--- src/sv/phrd_pkg.sv ---
// Shared types and constants for the PCM halving and requantizing block.
// No dependencies.
package phrd_pkg;

   typedef enum logic [1:0] {
      MODE_REDUCE16     = 2'd0,
      MODE_HALVE_REDUCE = 2'd1,
      MODE_HALVE16      = 2'd2,
      MODE_HALVE8       = 2'd3
   } mode_type;

   localparam int SAMPLE_W = 16;
   localparam int ACC_W    = 21;   // accumulator, holds every biased value plus rounding half
   localparam int ERR_W    = 11;
   localparam int CSR_AW   = 2;
   localparam int CSR_DW   = 32;

   localparam logic [CSR_AW-1:0] CSR_MODE_ADDR = CSR_AW'(0);

   localparam logic signed [ACC_W-1:0] BIAS16   = ACC_W'(32768);
   localparam logic signed [ACC_W-1:0] BIAS_SUM = ACC_W'(32768 * 4);

   localparam logic signed [ACC_W-1:0] HALF8    = ACC_W'(127);
   localparam logic signed [ACC_W-1:0] HALF10   = ACC_W'(512);
   localparam logic signed [ACC_W-1:0] HALF2    = ACC_W'(2);

   localparam logic [ACC_W-1:0] MASK8  = ACC_W'(32'hffffff00);
   localparam logic [ACC_W-1:0] MASK10 = ACC_W'(32'hfffffc00);
   localparam logic [ACC_W-1:0] MASK2  = ACC_W'(32'hfffffffc);

   localparam logic signed [ACC_W-1:0] TOP_REDUCE16 = ACC_W'(32'hff00);
   localparam logic signed [ACC_W-1:0] TOP_HALVE_RD = ACC_W'(32'h3fc00);
   localparam logic signed [ACC_W-1:0] TOP_HALVE16  = ACC_W'(32'h3fffc);
   localparam logic signed [ACC_W-1:0] TOP_HALVE8   = ACC_W'(32'h3fc);

   localparam logic signed [ACC_W:0] ERR_MAX = (ACC_W+1)'(1023);
   localparam logic signed [ACC_W:0] ERR_MIN = -(ACC_W+1)'(1024);

endpackage

--- src/sv/pcm_halve_and_requantize_dither.sv ---
// PCM requantizer with error feedback and a 1-2-1 half-band decimator.
// Depends on phrd_pkg.
//
// Usage:
//   req_ channel carries one PCM word (req_sample_in, req_first); rsp_ channel
//   carries one result word (rsp_sample_out). A word moves when valid is high
//   and stall is low at a rising clock edge.
//   csr_ is an APB-style port with one register, mode, at address 0.
//   Mode 0 gives one result per input word; the halving modes give one result
//   for every second word of a pair, and a trailing odd word gives none.
//   Latency: a word is held in the input register and its result in the result
//   register, which drives rsp_. Throughput: one input word per cycle while rsp_ is
//   not stalled; the error feedback loop closes within the compute stage.
//   A stalled result register holds its word and stalls the compute stage,
//   which in turn stalls req_ once the input register is full.
//   Reset (synchronous) empties both registers, clears the filter and error
//   state and sets mode to 0.
module pcm_halve_and_requantize_dither (
   input  logic                      clock,
   input  logic                      reset,
   input  logic                      req_valid,
   output logic                      req_stall,
   input  logic signed [15:0]        req_sample_in,
   input  logic                      req_first,
   output logic                      rsp_valid,
   input  logic                      rsp_stall,
   output logic signed [15:0]        rsp_sample_out,
   input  logic                      csr_psel,
   input  logic                      csr_penable,
   input  logic                      csr_pwrite,
   input  logic [phrd_pkg::CSR_AW-1:0] csr_paddr,
   input  logic [phrd_pkg::CSR_DW-1:0] csr_pwdata,
   output logic [phrd_pkg::CSR_DW-1:0] csr_prdata,
   output logic                      csr_pready
);
   import phrd_pkg::*;

   mode_type mode_ff;

   logic                       in_valid_ff;
   logic signed [SAMPLE_W-1:0] in_sample_ff;
   logic                       in_first_ff;

   logic signed [SAMPLE_W-1:0] prev_ff, prev_in;
   logic signed [SAMPLE_W-1:0] held_ff, held_in;
   logic signed [ERR_W-1:0]    err_ff, err_in;
   logic                       phase_ff, phase_in;

   logic                       out_valid_ff;
   logic signed [SAMPLE_W-1:0] out_sample_ff, out_sample_in;

   logic                       advance;
   logic                       has_result;
   logic signed [SAMPLE_W-1:0] s_val, prev_eff;
   logic signed [ERR_W-1:0]    e_eff;
   logic                       phase_eff;
   logic signed [ACC_W-1:0]    filt, acc, half, top, rnd, rq;
   logic [ACC_W-1:0]           mask;
   logic signed [ACC_W:0]      diff;

   // config port
   assign csr_pready = 1'b1;
   assign csr_prdata = (csr_paddr == CSR_MODE_ADDR) ? CSR_DW'(mode_ff) : '0;

   always_ff @(posedge clock) begin
      if (reset) begin
         mode_ff <= MODE_REDUCE16;
      end else if (csr_psel && csr_penable && csr_pwrite && (csr_paddr == CSR_MODE_ADDR)) begin
         mode_ff <= mode_type'(csr_pwdata[1:0]);
      end
   end

   // handshake
   assign advance   = !out_valid_ff || !rsp_stall;
   assign req_stall = in_valid_ff && !advance;
   assign rsp_valid      = out_valid_ff;
   assign rsp_sample_out = out_sample_ff;

   always_comb begin
      s_val     = (mode_ff == MODE_HALVE8) ? SAMPLE_W'({8'h00, in_sample_ff[7:0]})
                                           : in_sample_ff;
      e_eff     = in_first_ff ? '0 : err_ff;
      phase_eff = in_first_ff ? 1'b0 : phase_ff;
      prev_eff  = (in_first_ff && mode_ff != MODE_REDUCE16) ? s_val : prev_ff;

      filt = ACC_W'(prev_eff) + (ACC_W'(held_ff) <<< 1) + ACC_W'(s_val);

      unique case (mode_ff)
         MODE_REDUCE16: begin
            acc  = ACC_W'(e_eff) + ACC_W'(s_val) + BIAS16;
            half = HALF8;
            mask = MASK8;
            top  = TOP_REDUCE16;
         end
         MODE_HALVE_REDUCE: begin
            acc  = ACC_W'(e_eff) + BIAS_SUM + filt;
            half = HALF10;
            mask = MASK10;
            top  = TOP_HALVE_RD;
         end
         MODE_HALVE16: begin
            acc  = ACC_W'(e_eff) + BIAS_SUM + filt;
            half = HALF2;
            mask = MASK2;
            top  = TOP_HALVE16;
         end
         default: begin
            acc  = ACC_W'(e_eff) + filt;
            half = HALF2;
            mask = MASK2;
            top  = TOP_HALVE8;
         end
      endcase

      rnd = acc + half;
      if (rnd < 0) begin
         rq = '0;
      end else begin
         rq = $signed(rnd & mask);
         if (rq > top) begin
            rq = top;
         end
      end

      diff = (ACC_W+1)'(acc) - (ACC_W+1)'(rq);
      if (diff > ERR_MAX) begin
         diff = ERR_MAX;
      end else if (diff < ERR_MIN) begin
         diff = ERR_MIN;
      end

      unique case (mode_ff)
         MODE_REDUCE16:     out_sample_in = SAMPLE_W'({8'h00, rq[15:8]});
         MODE_HALVE_REDUCE: out_sample_in = SAMPLE_W'({8'h00, rq[17:10]});
         MODE_HALVE16:      out_sample_in = {~rq[17], rq[16:2]};
         default:           out_sample_in = SAMPLE_W'({8'h00, rq[9:2]});
      endcase

      has_result = (mode_ff == MODE_REDUCE16) || phase_eff;
      err_in     = has_result ? ERR_W'(diff) : e_eff;

      if (mode_ff == MODE_REDUCE16) begin
         phase_in = phase_eff;
         prev_in  = prev_eff;
         held_in  = held_ff;
      end else if (phase_eff) begin
         phase_in = 1'b0;
         prev_in  = s_val;
         held_in  = held_ff;
      end else begin
         phase_in = 1'b1;
         prev_in  = prev_eff;
         held_in  = s_val;
      end
   end

   always_ff @(posedge clock) begin
      if (reset) begin
         in_valid_ff  <= 1'b0;
         out_valid_ff <= 1'b0;
         prev_ff      <= '0;
         held_ff      <= '0;
         err_ff       <= '0;
         phase_ff     <= 1'b0;
      end else begin
         if (!req_stall) begin
            in_valid_ff <= req_valid;
            if (req_valid) begin
               in_sample_ff <= req_sample_in;
               in_first_ff  <= req_first;
            end
         end
         if (advance) begin
            out_valid_ff <= in_valid_ff && has_result;
            if (in_valid_ff) begin
               prev_ff  <= prev_in;
               held_ff  <= held_in;
               err_ff   <= err_in;
               phase_ff <= phase_in;
               if (has_result) begin
                  out_sample_ff <= out_sample_in;
               end
            end
         end
      end
   end

endmodule

--- config.mk ---
export PLATFORM = sky130hd
export DESIGN_NAME = pcm_halve_and_requantize_dither
export DESIGN_NICKNAME = d
export VERILOG_FILES = /design/src/sv/phrd_pkg.sv /design/src/sv/pcm_halve_and_requantize_dither.sv
export SDC_FILE = /design/constraint.sdc
export NUM_CORES = 1
export LEC_CHECK = 0
export ABC_AREA = 1
export BUFFER_PORTS_ARGS = -buffer_cell sky130_fd_sc_hd__buf_2
export CAP_MARGIN = 20
export CORE_ASPECT_RATIO = 1.4
export CORE_MARGIN = 2
export CORE_UTILIZATION = 45
export CTS_CLUSTER_DIAMETER = 60
export DETAILED_ROUTE_END_ITERATION = 8
export PLACE_DENSITY = 0.63
export RECOVER_POWER = 50
export SLEW_MARGIN = 20
export SYNTH_ARGS = -nofsm -noshare
export SYNTH_HDL_FRONTEND = slang
export SYNTH_SLANG_ARGS = --single-unit
export TNS_END_PERCENT = 1
--- constraint.sdc ---
create_clock -name clock -period 10.6 [get_ports clock]
set_input_delay 2.12 -clock clock [delete_from_list [all_inputs] [get_ports clock]]
set_output_delay 2.12 -clock clock [all_outputs]
set_load 0.05 [all_outputs]
; Yosys cells after proc, flatten, opt, wreduce, memory -nomap -nowiden
; Index checks and enable logic that the tools add are counted.
[op_classes]
add_sub_neg = 9
n_lt_le_gt_ge = 4
eq_ne = 3
n_mux = 19
div_mod_pow = 0
n_mul = 0
shifts = 0
n_bitwise = 6
n_reduce_logical = 19
[op_table]
columns = operator, count
row1 = 16-bit 2-to-1 mux, 4
row2 = 18-bit case mux with 3 select lines, 1
row3 = 16-bit case mux with 3 select lines, 1
row4 = 11-bit 2-to-1 mux, 4
row5 = 21-bit 2-to-1 mux, 2
row6 = 21-bit case mux with 2 select lines, 1
row7 = 10-bit case mux with 2 select lines, 2
row8 = "22-bit by 11-bit > comparator with 1-bit output, second input constant", 1
row9 = "22-bit by 11-bit < comparator with 1-bit output, second input constant", 1
row10 = 21-bit by 21-bit subtractor with 22-bit output, 1
row11 = 20-bit by 19-bit adder with 21-bit output, 1
row12 = 21-bit by 11-bit adder with 21-bit output, 1
row13 = 21-bit bitwise AND, 1
row14 = 21-bit > comparator, 1
row15 = "21-bit by 1-bit < comparator with 1-bit output, second input constant", 1
row16 = 11-bit by 19-bit adder with 20-bit output, 1
row17 = "11-bit by 19-bit adder with 20-bit output, second input constant", 1
row18 = 18-bit by 16-bit adder with 19-bit output, 1
row19 = 16-bit by 17-bit adder with 18-bit output, 1
row20 = "17-bit by 17-bit adder with 18-bit output, second input constant", 1
row21 = 11-bit by 16-bit adder with 17-bit output, 1
row22 = 4-bit AND reduction, 2
row23 = 1-bit logical AND, 6
row24 = 1-bit inverter, 5
row25 = other kinds (11), 18
[totals]
memories = 0
latch_bits = 0
out_inout_bits = 51
rom_bits = 0
input_bits = 58
regBits = 81
ram_bits = 0
wordCells = 70

; Logic depth before layout (Yosys ltp)
; Gate-level depths: netlist of run 1.
[depth]
depth_word = 17
depth_mapped = 76
ltp_nobuf = 73

; Worst setup path before layout of run 1
; OpenSTA, ideal clock, no wires.
[synth_timing]
path_kind = register to register
from = register mode_ff[0]
to = register err_ff[0]
t_required_ns = 10.468
setup_slack_ns = 0.693
t_arrival_ns = 9.775
synth_period_minus_slack_ns = 9.907
path_buffers = 4
path_stages_with_launch = 69
setup_time_ns = 0.132
path_cell_list = dfxtp_1 -> inv_1 -> ha_1 -> buf_2 -> clkbuf_1 -> nor2_1 -> clkbuf_1 -> nand2_1 -> o21ai_0 -> fa_1 -> ha_1 -> a21oi_1 -> nand2_1 -> a21oi_1 -> o21bai_1 -> nand2_1 -> nand2_1 -> a21oi_1 -> (+33 left out) -> nor2_2 -> buf_2 -> a31oi_1 -> ha_1 -> fa_1 -> o21ai_0 -> nand3_1 -> nand3_1 -> nand2_1 -> o211ai_1 -> xnor2_1 -> nand2_1 -> nor2_1 -> nand4_1 -> a21oi_1 -> nand2_1 -> nand2_1 -> a21oi_1
[synth_via]
elab_chain_cells = 17
elab_cells_between_ends = 32
cone_classes = 8 x add/sub / 4 x order compare / 3 x eq/ne / 11 x mux / 1 x bitwise / 5 x reduce/logical
[synth_lines]
columns = element, line_no
row1 = start: declaration, pcm_halve_and_requantize_dither.sv:38  ; mode_type mode_ff;
row2 = start signal: assignment, pcm_halve_and_requantize_dither.sv:69  ; mode_ff <= mode_type'(csr_pwdata[1:0]);
row3 = 2-bit equality test or 2-bit nonzero test (tied branches), "pcm_halve_and_requantize_dither.sv:80, pcm_halve_and_requantize_dither.sv:84"
row4 = 16-bit 2-to-1 mux or 1-bit logical AND (tied branches), "pcm_halve_and_requantize_dither.sv:80, pcm_halve_and_requantize_dither.sv:84"
row5 = 16-bit 2-to-1 mux, pcm_halve_and_requantize_dither.sv:84  ; prev_eff = (in_first_ff && mode_ff != MODE_REDUCE16) ? s_val : prev_ff;
row6 = 16-bit by 17-bit adder with 18-bit output, pcm_halve_and_requantize_dither.sv:86  ; filt = ACC_W'(prev_eff) + (ACC_W'(held_ff) <<< 1) + ACC_W'(s_val);
row7 = 18-bit by 16-bit adder with 19-bit output, pcm_halve_and_requantize_dither.sv:86
row8 = 20-bit by 19-bit adder with 21-bit output or 11-bit by 19-bit adder with 20-bit output (tied branches), "pcm_halve_and_requantize_dither.sv:96, pcm_halve_and_requantize_dither.sv:102, pcm_halve_and_requantize_dither.sv:108"
row9 = 21-bit case mux with 2 select lines, pcm_halve_and_requantize_dither.sv:88  ; unique case (mode_ff)
row10 = 21-bit by 11-bit adder with 21-bit output, pcm_halve_and_requantize_dither.sv:115  ; rnd = acc + half;
row11 = 21-bit bitwise AND, pcm_halve_and_requantize_dither.sv:119  ; rq = $signed(rnd & mask);
row12 = 21-bit > comparator, pcm_halve_and_requantize_dither.sv:120  ; if (rq > top) begin
row13 = 21-bit 2-to-1 mux, pcm_halve_and_requantize_dither.sv:120
row14 = 21-bit 2-to-1 mux, pcm_halve_and_requantize_dither.sv:116  ; if (rnd < 0) begin
row15 = 21-bit by 21-bit subtractor with 22-bit output, pcm_halve_and_requantize_dither.sv:125  ; diff = (ACC_W+1)'(acc) - (ACC_W+1)'(rq);
row16 = 22-bit by 11-bit < comparator with 1-bit output, pcm_halve_and_requantize_dither.sv:128  ; end else if (diff < ERR_MIN) begin
row17 = 11-bit 2-to-1 mux, pcm_halve_and_requantize_dither.sv:128
row18 = 11-bit 2-to-1 mux, pcm_halve_and_requantize_dither.sv:126  ; if (diff > ERR_MAX) begin
row19 = 11-bit 2-to-1 mux (*), pcm_halve_and_requantize_dither.sv:140  ; err_in = has_result ? ERR_W'(diff) : e_eff;
row20 = end signal: assignment, pcm_halve_and_requantize_dither.sv:178  ; err_ff <= err_in;
row21 = end: declaration, pcm_halve_and_requantize_dither.sv:46  ; logic signed [ERR_W-1:0] err_ff, err_in;
; Every way passes the cells marked *; elsewhere a longest branch is shown, timed or not.
; A chain may end at the register's enable or synchronous reset.

; Worst setup path after layout of run 1
[layout_timing]
from = register mode_ff[0]
to = register err_ff[4]
; The elaborated chain is that of the path after synthesis.

==> metrics.md, run 1 <==
| Metric | Value |
|---|---|
| Final std cells w/o fill | `2177` |
| Clk buf depth | `2` |
| Initial DRC count | `466` |
| Initial antenna violation count | `0` |
| Crit path kind | `reg2reg` |
| Port Buffers | `47` |
| Area Growth Syn to Fin | `11.31%` |
| Hpwl dp | `29730 µm` |
| CTS Buf Count | `9` |
| Share of layout cells above drive strength 1 | `10.12%` |
| CP Capture Type | `register` |
| Final hold violations | `0` |
| ANT nets after route | `0` |
| Wirelength, routed | `35570 µm` |
| YS warnings | `0` |
| WP data arrival | `10090 ps` |
| Fillers | `2684` |
| Fmax | `101.3 MHz` |
| WHS | `467.3 ps` |
| Reg power frac | `21.9%` |
| Setup ws final | `approximately 730 ps` |
| Final total power | `1.583 mW` |
| Clock tree root buffer cell | `clkbuf_16` |
| DR vias/cell | `5.326` |
| Cell Area, Synth | `11450 µm²` |
| Status | `complete, no violations` |
| Boundary Pins | `109` |
| Post-synth EDFFs | `33` |
| Post-Syn Area per Cell | `~6.5 µm²` |
| Core area | `25210 µm²` |
| Asr flop ratio synth | `0%` |
| Total leakage power | `between 6 and 7 nW` |
| Max cap viols | `0` |
| Synth Area in Compound Gates | `14.56%` |
| Worst-Skew Late Latency | `370 ps` |
| Max_slew headroom | `22.96%` |
| Commonest cells after routing, fill and taps aside | `nand2_1 (435), inv_1 (271), nand3_1 (153), nor2_1 (136), a21oi_1 (135)` |
| Most common cell after layout, fill and taps aside | `nand2_1` |
| CTS tree | `yes` |
| Final worst path period share | `between 90% and 100%` |
| Pre-CTS setup slack | `162.2 ps` |
| Vias | `about 12000` |
| Synthesized instance count | `around 1800` |
| RD Place Congestion | `roughly 0.94` |
| DR DRC count | `0` |
| Clk pin slew, worst setup/hold paths | `approximately 70 ps` |
| Dpl cells | `roughly 2200` |
| Pwr/cell area | `around 120 nW/µm²` |
| Most used DFF post-synth | `dfxtp_1` |
| Post-synthesis mux area share | `0%` |
| Critical path's slowest cell | `fa_1` |
| Combinational share of power | `56.3%` |
| Switching Power | `0.7396 mW` |
| Sw Ratio | `around 47%` |
| Wire length per cell | `between 15 and 20 µm` |
| Seq/Total Area, Yosys | `17.05%` |
| Cells on worst reg2reg path | `70` |
| Synth Area in Simple Gates | `30.85%` |
| H-tree depth | `3` |
| Total track usage | `26.48%` |
| Grt ovf | `0` |
| #FFs+latches synth | `81` |
| First-pass GRT wire length | `between 50000 and 60000 µm` |
| Slew @ Worst Pin | `1156 ps` |
| Clk sinks | `81` |
| Vias in the first global route | `~11000` |
| Clk_skew | `roughly 12 ps` |
| Most common cell on crit path | `nand2_1` |
| Pin count of the biggest net entering global routing | `48` |
| # rows | `69` |
| Yosys cell types | `54` |
| TritonRoute pass-1 iters | `5` |
| Critical Path Source Type | `register` |
| Final #Nets | `2084` |
| Combinational family with the most area after synthesis | `simple AND/OR/NAND/NOR gates` |
| WHS Path Cells | `2` |
| Clock power frac | `between 20% and 30%` |
| Die Span Y | `192.7 µm` |
| Max VDD drop | `0.1255 mV` |
| HP Class | `reg2reg` |
| Die ar. | `26750 µm²` |
| Setup violators final | `0` |
| P_int | `0.8430 mW` |
| Post-route setup TNS | `0 ps` |
| Max-slew violation count | `0` |
| CP peak stage delay | `460 ps` |
| Crit Path Max Fanout | `8` |
| N_diodes | `0` |
| Initial Util | `45.42%` |
| Synth Area in XOR/XNOR | `under 10%` |
| Adder-Cell Fraction of Synth Area | `a little over a fifth` |
| Die Wd | `138.8 µm` |
| Worst Path Required | `about 11000 ps` |
| Final min period | `9869 ps` |
-- layout make-up --
type | count | area [µm²] | area share, %
multi-input combinational | 1362 | 8293 | 65.07
sequential | 81 | 1953 | 15.32
inverter | 290 | 1092 | 8.571
timing repair buffer | 109 | 685.7 | 5.380
tap | 319 | 399.1 | 3.132
clock buffer | 11 | 275.3 | 2.160
clock inverter | 5 | 46.29 | 0.3632
-- metal layers --
| layer | global-route usage, % | share of wire [%] | vias up | wire [µm] |
|---|---|---|---|---|
| li1 | - | - | 5898 | - |
| met1 | 27.84 | 39 | 5352 | 13910 |
| met2 | 51.71 | 53 | 252 | 18750 |
| met3 | 2.605 | 2.6 | 93 | 915 |
| met4 | 14.14 | 5.6 | 0 | 1990 |
| met5 | 0 | 0 | - | 0 |
-- power by group through the flow --
stage	sequential (mW)	combinational (mW)	clock, mW
final	0.346	0.891	0.346
after global routing	0.348	0.996	0.366
after CTS	0.346	0.854	0.353
after detailed placement	0.353	0.849	0
after global placement	0.353	0.842	0
after floorplan	0.360	0.624	0
-- logic make-up (layout without fill, tap and decap cells) --
| kind of cell | count (synthesis) | count (layout) |
|---|---|---|
| other | 2 | 33 |
| adder cells (fa/ha/maj) | 173 | 173 |
| buffers and inverters | 359 | 415 |
| XOR/XNOR | 39 | 39 |
| AND/OR/NAND/NOR | 822 | 822 |
| flip-flops | 81 | 81 |
| AO/OA/AOI/OAI | 295 | 295 |
-- Yosys cell counts, types with 2 or more instances --
cell type    n  area share [%]
a21o_1      10            0.66
o31ai_1      4            0.26
buf_4       32             2.1
inv_2       15            0.49
nor3_1      13            0.57
nand2_2      8            0.44
a211oi_1     4            0.26
buf_1        3           0.098
xor2_1      23             1.8
o21bai_1     9            0.59
dfxtp_1     48             8.4
nand2_4      3            0.30
and2_1       7            0.38
nand3_1    154             6.7
nand4_1     37             2.0
clkbuf_1    26            0.85
clkinv_1     2           0.066
or2_2        3            0.16
fa_1        37             6.5
edfxtp_1    33             8.7
o211ai_1    14            0.92
o21ai_0     79             3.5
ha_1       136              15
buf_2        5            0.22
o21a_1       3            0.20
inv_1      271             8.9
conb_1       2           0.066
a31oi_1      6            0.33
o2111ai_1    2            0.15
buf_6        3            0.30
o21ai_1      4            0.17
xnor2_1     15             1.1
a21oi_1    143             6.3
nor2_2       4            0.22
nand2_1    438              14
a221oi_1    11            0.84
nand3b_1     2            0.13
nor2_1     146             4.8
-- critical path: cells and delay by family (launching register included) --
kind | cells | cell delay [ps]
flip-flops | 1 | 360
AO/OA/AOI/OAI | 17 | 2250
XOR/XNOR | 2 | 430
adder cells (fa/ha/maj) | 8 | 2570
AND/OR/NAND/NOR | 32 | 2920
buffers and inverters | 11 | 1190
-- final timing paths --
kind,to,slack (ps),from
max,err_ff[4]$_SDFFE_PP0P_,730,mode_ff[0]$_SDFFE_PP0P_
min,err_ff[6]$_SDFFE_PP0P_,470,err_ff[6]$_SDFFE_PP0P_
max reg2reg,err_ff[4]$_SDFFE_PP0P_,730,mode_ff[0]$_SDFFE_PP0P_
min reg2reg,err_ff[6]$_SDFFE_PP0P_,470,err_ff[6]$_SDFFE_PP0P_
-- per-stage QoR --
step	util, %	cell area, µm²
finish	50.56	12740
global route	50.56	12740
CTS	49.74	12540
detailed placement	48.47	12220
global placement	48.47	12220
floorplan	-	11570
-- what timing repair did --
item / CTS / global route
hold buffers: 0 / 0
hold endpoints to repair: 0 / 0
setup buffers: 0 / 5
setup endpoints to repair: 0 / 11
resized for setup: 0 / 57
-- registers in the layout, summed over array words and instances, names as in the netlist --
signal          flops
mode_ff             2
phase_ff            1
in_valid_ff         1
in_sample_ff       16
rsp_valid           1
prev_ff            16
rsp_sample_out     16
in_first_ff         1
err_ff             11
held_ff            16
Power figures use the tool's default switching activity.
==> run 2: changes to the inputs <==
CTS_BUF_LIST = sky130_fd_sc_hd__clkbuf_4 sky130_fd_sc_hd__clkbuf_8   (was not set)
==> run 2 against run 1 <==
  * First-iteration DRC count is 12% higher
  * Critical path depth unchanged
  * Clock skew increased by 14 ps
  * Count of clock-buffer cells in the layout shrank 2
  * Sequential power is essentially flat
  * Routed wire length rose by 0.20%
  * Die area stayed put
  * Power fell by 4.0%
  * Flip-flop and latch count unchanged
  * Non-clock buffer count up 1
  * Largest power group unchanged
==> metrics.md, run 2 (same netlist as run 1, synthesis figures left out) <==
| Metric | Value |
|---|---|
| Max_slew headroom | `between 20% and 30%` |
| Max cap viols | `0` |
| CTS Buf Count | `9` |
| Setup ws final | `736.3 ps` |
| Pin count of the biggest net entering global routing | `48` |
| CTS tree | `yes` |
| Final total power | `about 1.5 mW` |
| Hpwl dp | `29730 µm` |
| HP Class | `reg2reg` |
| Initial Util | `45.42%` |
| Max VDD drop | `0.09214 mV` |
| Clk sinks | `81` |
| Most common cell after layout, fill and taps aside | `nand2_1` |
| Grt ovf | `0` |
| R2R setup slack | `740 ps` |
| Fmax | `101.4 MHz` |
| Area Growth Syn to Fin | `10.51%` |
| Share of layout cells above drive strength 1 | `10.17%` |
| Final min period | `between 9000 and 10000 ps` |
| H-tree depth | `3` |
| CP peak stage delay | `460 ps` |
| Final #Nets | `2085` |
| Core area | `25210 µm²` |
| WHS | `473.5 ps` |
| Critical path's slowest cell | `fa_1` |
| Clock tree root buffer cell | `clkbuf_8` |
| RD Place Congestion | `0.9381` |
| Total leakage power | `about 6.5 nW` |
| Clk_skew | `25.99 ps` |
| N_diodes | `0` |
| CP Capture Type | `register` |
| Pre-CTS setup slack | `162.2 ps` |
| Vias | `around 12000` |
| Worst-Skew Late Latency | `410 ps` |
| Worst Path Required | `10870 ps` |
| WP data arrival | `just over 10000 ps` |
| Vias in the first global route | `11050` |
| Die ar. | `26750 µm²` |
| Max-slew violation count | `0` |
| Initial antenna violation count | `0` |
| TritonRoute pass-1 iters | `5` |
| Die Span Y | `192.7 µm` |
| Final worst path period share | `93.05%` |
| Total track usage | `26.44%` |
| Commonest cells after routing, fill and taps aside | `nand2_1 (435), inv_1 (271), nand3_1 (153), nor2_1 (136), a21oi_1 (135)` |
| Port Buffers | `47` |
| Boundary Pins | `109` |
| Clk buf depth | `2` |
| Pwr/cell area | `120.1 nW/µm²` |
| DR DRC count | `0` |
| # rows | `slightly below 70` |
| Setup violators final | `0` |
| Status | `complete, no violations` |
| ANT nets after route | `0` |
| Post-CTS Hold Buffers | `0` |
| Crit path kind | `reg2reg` |
| Final hold violations | `0` |
| Wirelength, routed | `roughly 36000 µm` |
| Critical Path Source Type | `register` |
| Most common cell on crit path | `nand2_1` |
| Slew @ Worst Pin | `roughly 1200 ps` |
| Crit Path Max Fanout | `8` |
| Clk pin slew, worst setup/hold paths | `110 ps` |
| DR vias/cell | `5.314` |
| Die Wd | `about 140 µm` |
| Wire length per cell | `16.36 µm` |
| Initial DRC count | `521` |
| First-pass GRT wire length | `55660 µm` |
-- run 2: routing by layer --
layer  up-vias  track usage, %  wire [µm]  part of all wire (%)
met4         0           14.41       2013                   5.6
met2       275           51.61      18700                    52
met1      5315           27.88      13950                    39
li1       5885               -          -                     -
met3        98           2.333        978                   2.7
met5         -               0          0                     0
-- run 2: area by class of cell --
type                    instances  area, µm²
repair buffers                110      693.2
multi-input cells            1362       8285
clock buffers                   9      123.9
fillers                      2700      12560
flip-flops and latches         81       1953
inverters                     290       1092
clock inverters                 7      106.4
well taps                     319      399.1
-- run 2: stage by stage --
| stage | util [%] | cells | instance area (µm²) | setup TNS, ps |
|---|---|---|---|---|
| after floorplan | - | 1802 | 11570 | 0 |
| after global placement | 48.47 | 2155 | 12220 | 0 |
| after detailed placement | 48.47 | 2155 | 12220 | 0 |
| after CTS | 49.38 | 2171 | 12450 | 0 |
| after global routing | 50.19 | 2178 | 12650 | -27.14 |
| final | 50.19 | 2178 | 12650 | 0 |
-- run 2: repair_timing --
action,CTS,global route
buffers inserted,0,6
resized for setup,0,55
endpoints found under the setup margin,0,11
-- run 2: worst max-delay path, delay by kind of cell (launching register included) --
| family | cells | cell delay [ps] |
|---|---|---|
| AND/OR/NAND/NOR | 32 | 2900 |
| adder cells (fa/ha/maj) | 8 | 2580 |
| AO/OA/AOI/OAI | 17 | 2230 |
| buffers and inverters | 11 | 1180 |
| XOR/XNOR | 2 | 440 |
| flip-flops | 1 | 380 |
-- run 2: path summary, 6_finish.rpt --
path                                 from                      to  depth (start not counted)
setup / recovery  mode_ff[0]$_SDFFE_PP0P_  err_ff[4]$_SDFFE_PP0P_                         70
setup reg to reg  mode_ff[0]$_SDFFE_PP0P_  err_ff[4]$_SDFFE_PP0P_                         70
hold reg to reg    err_ff[8]$_SDFFE_PP0P_  err_ff[8]$_SDFFE_PP0P_                          2
hold / removal     err_ff[8]$_SDFFE_PP0P_  err_ff[8]$_SDFFE_PP0P_                          2
-- run 2: where the power goes --
group | total, mW | internal, mW | switching (mW)
registers | 0.346 | 0.340 | 0.00633
logic | 0.890 | 0.310 | 0.580
clock network | 0.283 | 0.138 | 0.146
==> run 3: changes to the inputs <==
CORE_UTILIZATION = 41   (was 45)
PLACE_DENSITY = 0.58   (was 0.63)
==> run 3 against run 2 <==
  * Combinational power increased by 2%
  * Sequential share of layout area decreased by 0.17 points
  * Register-to-register slack improved by 30 ps
  * Critical path type unchanged
  * Critical endpoint is now err_ff[0]$_SDFFE_PP0P_
  * Largest power group unchanged
==> metrics.md, run 3 (same netlist as run 1, synthesis figures left out) <==
| Metric | Value |
|---|---|
| CTS Buf Count | `9` |
| Fmax | `around 100 MHz` |
| Clk pin slew, worst setup/hold paths | `100 ps` |
| Wirelength, routed | `36380 µm` |
| Total track usage | `24.90%` |
| Final total power | `1.534 mW` |
| Termination of the worst setup path | `err_ff[0]$_SDFFE_PP0P_` |
| Critical Path Stages | `62` |
| CP Capture Type | `register` |
| Core area | `27570 µm²` |
| Critical Path Source Type | `register` |
| # rows | `72` |
| Total leakage power | `between 6 and 7 nW` |
| RR Endpoint | `err_ff[0]$_SDFFE_PP0P_` |
| Initial Util | `between 40 and 50%` |
| CP peak stage delay | `580 ps` |
| Die ar. | `29300 µm²` |
| Initial DRC count | `528` |
| Clk buf depth | `2` |
| Wire length per cell | `16.39 µm` |
| Crit Path Max Fanout | `8` |
| Most common cell on crit path | `nand2_1` |
| Max VDD drop | `0.1107 mV` |
| Pwr/cell area | `119.8 nW/µm²` |
| Most common cell after layout, fill and taps aside | `nand2_1` |
| Boundary Pins | `around 110` |
| Initial antenna violation count | `0` |
| Cells on worst reg2reg path | `62` |
| Crit path kind | `reg2reg` |
| Vias in the first global route | `11220` |
| Max cap viols | `0` |
| Critical R2R Launch | `mode_ff[0]$_SDFFE_PP0P_` |
| Clk sinks | `81` |
| DR DRC count | `0` |
| Final min period | `between 9000 and 10000 ps` |
| R2R setup slack | `between 700 and 800 ps` |
| TritonRoute pass-1 iters | `7` |
| Final core occ | `46.45%` |
| Max_slew headroom | `23.52%` |
| First-pass GRT wire length | `57470 µm` |
| Share of layout cells above drive strength 1 | `10.92%` |
| Vias | `~11000` |
| Delay-heaviest family, CP | `adder cells` |
| Die Span Y | `about 200 µm` |
| Final #Nets | `2076` |
| Setup violators final | `0` |
| Crit. Startpoint | `mode_ff[0]$_SDFFE_PP0P_` |
| Clk_skew | `22.96 ps` |
| Final worst path period share | `92.78%` |
| Worst-Skew Late Latency | `between 400 and 500 ps` |
| H-tree depth | `3` |
| CTS tree | `yes` |
| HP Class | `reg2reg` |
| Slew @ Worst Pin | `1147 ps` |
| Hpwl dp | `just over 30000 µm` |
| Grt ovf | `0` |
| WP data arrival | `10110 ps` |
| Clock tree root buffer cell | `clkbuf_8` |
| RD Place Congestion | `approximately 0.97` |
| Pin count of the biggest net entering global routing | `48` |
| ANT nets after route | `0` |
| Critical path's slowest cell | `fa_2` |
| Die Wd | `145.2 µm` |
| Final hold violations | `0` |
| Worst Path Required | `10880 ps` |
| DR vias/cell | `5.153` |
| Status | `complete, no violations` |
| N_diodes | `0` |
| Port Buffers | `47` |
| Buf+Inv Stages, Crit Path | `7` |
| Area Growth Syn to Fin | `11.82%` |
| Max-slew violation count | `0` |
| Commonest cells after routing, fill and taps aside | `nand2_1 (431), inv_1 (271), nand3_1 (148), nor2_1 (141), a21oi_1 (132)` |
run 3: layout make-up:
class                      count  area, µm²
timing repair buffer         101      623.1
tap                          370      462.9
inverter                     290       1092
multi-input combinational   1362       8436
clock buffer                   9      123.9
clock inverter                 7      111.4
sequential                    81       1954
fill                        2925      14760
run 3: power breakdown:
part / switching (mW) / leakage [nW] / total (mW) / internal (mW)
sequential: 0.00634 / 0.703 / 0.346 / 0.340
clock: 0.145 / 0.118 / 0.282 / 0.137
combinational: 0.589 / 5.69 / 0.906 / 0.317
run 3: per-layer routing:
metal  up-vias  global-route usage [%]  share of wire (%)
li1       5865                       -                  -
met1      5232                   26.17                 39
met2       251                   47.46                 52
met3        91                   2.789                3.3
met4         0                   14.46                6.1
met5         -                       0                  0
run 3: repair_timing:
action                                  CTS  global route
hold buffers                              0             0
gates resized for setup                   0            79
setup buffers                             0            10
endpoints found under the setup margin    0            11
run 3: worst min-delay path by stage:
stage | startpoint | to | cells after the start
after CTS | err_ff[4]$_SDFFE_PP0P_ | err_ff[4]$_SDFFE_PP0P_ | 2
after global routing | err_ff[4]$_SDFFE_PP0P_ | err_ff[4]$_SDFFE_PP0P_ | 2
after global placement | err_ff[1]$_SDFFE_PP0P_ | err_ff[1]$_SDFFE_PP0P_ | 2
final | err_ff[4]$_SDFFE_PP0P_ | err_ff[4]$_SDFFE_PP0P_ | 2
after floorplan | err_ff[0]$_SDFFE_PP0P_ | err_ff[0]$_SDFFE_PP0P_ | 2
after detailed placement | err_ff[4]$_SDFFE_PP0P_ | err_ff[4]$_SDFFE_PP0P_ | 2
run 3: per-stage QoR:
step / cells / TNS [ps] / cell area, µm² / worst slack [ps] / hold slack (ps)
2_1_floorplan: 1802 / 0 / 11570 / 692.8 / 445.4
3_3_place_gp: 2194 / 0 / 12190 / 203.8 / 452.1
3_5_place_dp: 2194 / 0 / 12190 / 183.9 / 456.4
4_1_cts: 2210 / 0 / 12430 / 84.08 / 472.3
6_report: 2220 / 0 / 12800 / 765.5 / 469.5
5_1_grt: 2220 / -174.7 / 12800 / -41.25 / 493.8
run 3: tightest hold or removal path: cells and delay by family, from the launching register on:
kind | cells | cell delay (ps)
AO/OA/AOI/OAI | 1 | 50
AND/OR/NAND/NOR | 1 | 60
flip-flops | 1 | 320
